File: config.mk
export PLATFORM = sky130hd
export DESIGN_NAME = msort_ram
export DESIGN_NICKNAME = d
export VERILOG_FILES = /design/src/design/msort_ram.sv
export SDC_FILE = /design/constraint.sdc
export NUM_CORES = 2
export LEC_CHECK = 0
export BUFFER_PORTS_ARGS = -buffer_cell sky130_fd_sc_hd__buf_2
export CAP_MARGIN = 30
export CORE_MARGIN = 1
export CORE_UTILIZATION = 45
export DETAILED_ROUTE_END_ITERATION = 12
export PLACE_DENSITY = 0.7
export SLEW_MARGIN = 15
export SYNTH_ARGS = -nofsm -noshare
export SYNTH_HDL_FRONTEND = slang
export SYNTH_SLANG_ARGS = --single-unit
File: constraint.sdc
create_clock -name clk_i -period 4.29 [get_ports clk_i]
set_input_delay 0.429 -clock clk_i [delete_from_list [all_inputs] [get_ports clk_i]]
set_output_delay 0.429 -clock clk_i [all_outputs]
set_load 0.005 [all_outputs]
File: src/design/msort_ram.sv
// ----------------------------------------------------------------------------
// msort_ram
// Generic single-write, single-read RAM with a registered read port.
// ----------------------------------------------------------------------------
module msort_ram #(
  parameter int unsigned WIDTH = 32,
  parameter int unsigned DEPTH = 64
) (
  input  logic                     clk_i,
  input  logic                     we_i,
  input  logic [$clog2(DEPTH)-1:0] waddr_i,
  input  logic [WIDTH-1:0]         wdata_i,
  input  logic [$clog2(DEPTH)-1:0] raddr_i,
  output logic [WIDTH-1:0]         rdata_o
);

  logic [WIDTH-1:0] mem_q [DEPTH];
  logic [WIDTH-1:0] rdata_q;

  always_ff @(posedge clk_i) begin
    if (we_i) begin
      mem_q[waddr_i] <= wdata_i;
    end
    rdata_q <= mem_q[raddr_i];
  end

  assign rdata_o = rdata_q;

endmodule

==> impl_table.tex <==
\begin{tabular}{lr}
\hline
Metric & Value \\
\hline
\multicolumn{2}{l}{\textbf{Logic synthesis}} \\
Synth warnings & 0 \\
Syn Std Cell Area & $\sim$79000 µm² \\
Biggest area consumer among synthesized cells & sky130\_fd\_sc\_hd\_\_edfxtp\_1 \\
Most instantiated cells after synthesis & 2048 x sky130\_fd\_sc\_hd\_\_edfxtp\_1, 544 x sky130\_fd\_sc\_hd\_\_mux4\_2, 137 x sky130\_fd\_sc\_hd\_\_nor2\_1 \\
Top post-synthesis cells by area & sky130\_fd\_sc\_hd\_\_edfxtp\_1 78\%, sky130\_fd\_sc\_hd\_\_mux4\_2 16\%, sky130\_fd\_sc\_hd\_\_mux2i\_1 1.2\% \\
Gate Count Post-Synth & 3324 \\
Post-synth net total & about 3400 \\
Netlist cell types & 34 \\
Mean Syn Cell Area & about 24 µm² \\
Library cell with the highest instance count after synthesis & sky130\_fd\_sc\_hd\_\_edfxtp\_1 \\
Most used flip-flop cell after synthesis & sky130\_fd\_sc\_hd\_\_edfxtp\_1 \\
Number of enable flip-flop cells after synthesis & 2048 \\
Fraction of synthesis flops using an asynchronous set or reset pin & 0\% \\
Portion of synthesized cell area occupied by the leading cell type & around four fifths \\
Register area share after synthesis & slightly below 80\% \\
Register bit total from synthesis & 2080 \\
\multicolumn{2}{l}{\textbf{Critical path}} \\
Kind of start point of the critical path & input pin \\
Logic depth of the worst register-to-register path & 4 \\
Largest driver fanout on the critical path & between 40 and 50 \\
Data arrival time of the critical path & between 3000 and 4000 ps \\
Category of the worst setup path capture point & register \\
Worst reg2reg path endpoint & rdata\_o[24] \\
Startpoint of the most critical register-to-register path & mem\_q[28][24] \\
Required arrival time at the worst endpoint & between 4000 and 5000 ps \\
Startpoint-to-endpoint class of the critical path & in -> reg \\
FF-to-FF setup slack & $\sim$1900 ps \\
\multicolumn{2}{l}{\textbf{Power and ir drop}} \\
Power Dens Cells & 466 nW/µm² \\
Total net switching power & 8.73 mW \\
Part of the total power dissipated in the clock network & $\sim$41\% \\
Static Leakage & 28.1 nW \\
Combinational power share & between 5 and 6\% \\
Relative contribution of sequential cells to total power & a little over half \\
Internal Pwr Total & roughly 33 mW \\
Maximum ir drop on the vdd rail & 0.000545 V \\
Total Power Consumption & about 42 mW \\
Share of total power consumed by net switching & 20.8\% \\
\multicolumn{2}{l}{\textbf{STA}} \\
Setup repair after global routing missed its margin & no \\
Final Max Slew Viols & 0 \\
Smallest setup slack after layout & $\sim$1300 ps \\
Count of endpoints failing hold in the final timing report & 0 \\
Period Utilization, post-route & between 60\% and 70\% \\
Max-slew headroom & approximately a third \\
Final worst clock skew & between 30 and 40 ps \\
Sum Neg Setup Slack & 0 ps \\
Time the worst path needs with I/O delays and setup & 2970 ps \\
Transition time at the pin with the least slew margin & 966 ps \\
Highest clock frequency the design can meet & 0.337 GHz \\
\# setup viols final & 0 \\
\multicolumn{2}{l}{\textbf{Worst hold path}} \\
HP Class & in -> reg \\
Worst hold start & wdata\_i[4] \\
Endpoint with the worst hold slack & mem\_q[53][4] \\
Worst hold path stage count & 1 \\
\multicolumn{2}{l}{\textbf{Placement}} \\
Count of input and output buffers & 77 \\
GP Congestion & roughly 0.83 \\
Cells after DPL & $\sim$5700 \\
DP HPWL & about 110000 µm \\
Pre-CTS worst setup slack & around 270 ps \\
\multicolumn{2}{l}{\textbf{Routing}} \\
Wirelength, routed & approximately 200000 µm \\
Via-per-instance ratio & 6.18 \\
Average wire per cell in the routed design & roughly 33 µm \\
DRC violations left & 0 \\
1st-pass router iterations & 6 \\
Post-route antenna net violation count & 0 \\
Violation count after the first detailed-route iteration & $\sim$5000 \\
Vias & $\sim$38000 \\
\multicolumn{2}{l}{\textbf{Die}} \\
Initial cell density of the core & between 40\% and 50\% \\
DIE HEIGHT & between 400 and 500 µm \\
Die area & $\sim$180000 µm² \\
Number of primary I/O pins & 78 \\
Placeable core region & about 170000 µm² \\
Row count & between 150 and 200 \\
Chip Width & about 420 µm \\
\multicolumn{2}{l}{\textbf{Global route}} \\
Total congestion overflow after global routing & 0 \\
Wire length of the first global-routing pass & about 280000 µm \\
Global-route met2 utilization & between 30\% and 40\% \\
Busiest layer in global routing & met2 \\
Initial antenna violation count & 17 \\
Largest net degree at the start of global routing & approximately 80 \\
Global routing usage on met1 & between 30\% and 40\% \\
Total global routing track utilization & a little under a quarter \\
Met3 Resource Use GR & under 10\% \\
Via count of the first global-routing pass & between 30000 and 40000 \\
\multicolumn{2}{l}{\textbf{Clock tree}} \\
CTS Buf Count & 198 \\
Number of clock sinks seen by CTS & between 2000 and 2500 \\
Htree depth & 4 \\
CTS tree & built \\
Maximum clock insertion buffer count & 3 \\
CTS Root Buffer Type & sky130\_fd\_sc\_hd\_\_clkbuf\_16 \\
Clock insertion delay at the later pin of the skew report & approximately 840 ps \\
Clock transition time at the flip-flop clock pins of the worst setup and hold paths & roughly 60 ps \\
\multicolumn{2}{l}{\textbf{Status}} \\
Outcome & finished, final reports clean \\
\multicolumn{2}{l}{\textbf{Cells and area}} \\
Area growth from synthesis to final layout & 14.6\% \\
Core occupancy in the finished layout & between 50\% and 60\% \\
Layout net count & between 3000 and 4000 \\
Area of the multi-input gates & roughly 16000 µm² \\
Final cell count without fillers & around 6000 \\
Filler instances & approximately 13000 \\
Register area & a little over 60000 µm² \\
Share of final-layout standard cells stronger than drive strength 1 & 30.8\% \\
\multicolumn{2}{l}{\textbf{Job}} \\
Max cap viols & 0 \\
\hline
\end{tabular}
-- power groups by stage --
stage | registers, mW | clock network, mW | logic [mW]
after global routing | 22.6 | 18.1 | 2.22
after CTS | 22.6 | 17.3 | 2.12
final | 22.6 | 17.2 | 2.13
after detailed placement | 23.0 | 0 | 2.11
after global placement | 23.0 | 0 | 2.05
after floorplan | 23.0 | 0 | 1.09
-- cell usage in the layout (no fill, tap or decap), types with 29 or more instances in the layout --
cell	n
sky130_fd_sc_hd__o22ai_1	84
sky130_fd_sc_hd__buf_2	73
sky130_fd_sc_hd__clkinv_2	29
sky130_fd_sc_hd__mux2i_1	93
sky130_fd_sc_hd__nor2_1	75
sky130_fd_sc_hd__clkinv_1	29
sky130_fd_sc_hd__dfxtp_1	32
sky130_fd_sc_hd__a21oi_1	62
sky130_fd_sc_hd__buf_12	42
sky130_fd_sc_hd__buf_4	162
sky130_fd_sc_hd__clkbuf_16	204
sky130_fd_sc_hd__clkbuf_1	61
sky130_fd_sc_hd__mux4_2	544
sky130_fd_sc_hd__nor2_4	62
sky130_fd_sc_hd__edfxtp_1	2048
-- layer usage --
metal  part of all wire (%)  wire, µm  up-vias
li1                       -         -    14880
met1                     37     75000    20308
met2                     49     98100     2217
met3                     10     20100      359
met4                    3.6      7200        6
met5                  0.014        29        -
-- registers in the layout, indices dropped and copies added (netlist names) --
signal / count
rdata_o: 32
mem_q: 2048
-- worst max-delay path by stage --
stage / from / end / slack [ps] / cells past startpoint
after CTS: raddr_i[0] / rdata_o[24] / 1190 / 7
after global placement: raddr_i[0] / rdata_o[24] / 300 / 7
after global routing: raddr_i[0] / rdata_o[24] / 1210 / 7
final: raddr_i[0] / rdata_o[24] / 1320 / 7
after detailed placement: raddr_i[0] / rdata_o[24] / 270 / 7
after floorplan: waddr_i[3] / mem_q[48][0] / 700 / 4
-- area by class of cell --
class                   count  area share (%)
clock inverters            83           0.929
clock buffers             279            6.14
well taps                2310            3.21
multi-input cells        1062            17.7
repair buffers            290            2.89
flip-flops and latches   2080            69.1
diodes                      6          0.0167
-- cell families (layout without fill, tap and decap cells) --
group,count (synthesis),count (layout),synth area share (%)
flops,2080,2080,79.1
compound gates,202,202,1.67
other cells,0,6,0
buf+inv,182,652,1.13
mux,637,637,16.8
simple gates,223,223,1.27
-- worst max-delay path, stage by stage --
cell and delay (ps):
sky130_fd_sc_hd__buf_8 550, sky130_fd_sc_hd__buf_12 320, sky130_fd_sc_hd__buf_4 330, sky130_fd_sc_hd__mux4_2 580, sky130_fd_sc_hd__mux4_2 480, sky130_fd_sc_hd__o22ai_1 590
sky130_fd_sc_hd__nor2_1 260
-- timing repair --
| action | CTS | global route |
|---|---|---|
| setup buffers | 0 | 0 |
| hold endpoints to repair | 68 | 21 |
| resized for setup | 0 | 0 |
| hold buffers | 5 | 2 |
-- through the flow --
stage          instance area [µm²]  hold WS [ps]
2_1_floorplan                78500           528
3_5_place_dp                 83400           733
4_1_cts                      89900          33.6
6_report                     90000          31.3
5_1_grt                      90000          4.41
3_3_place_gp                 83200           742
No activity file was read; power rests on OpenSTA's default activity.
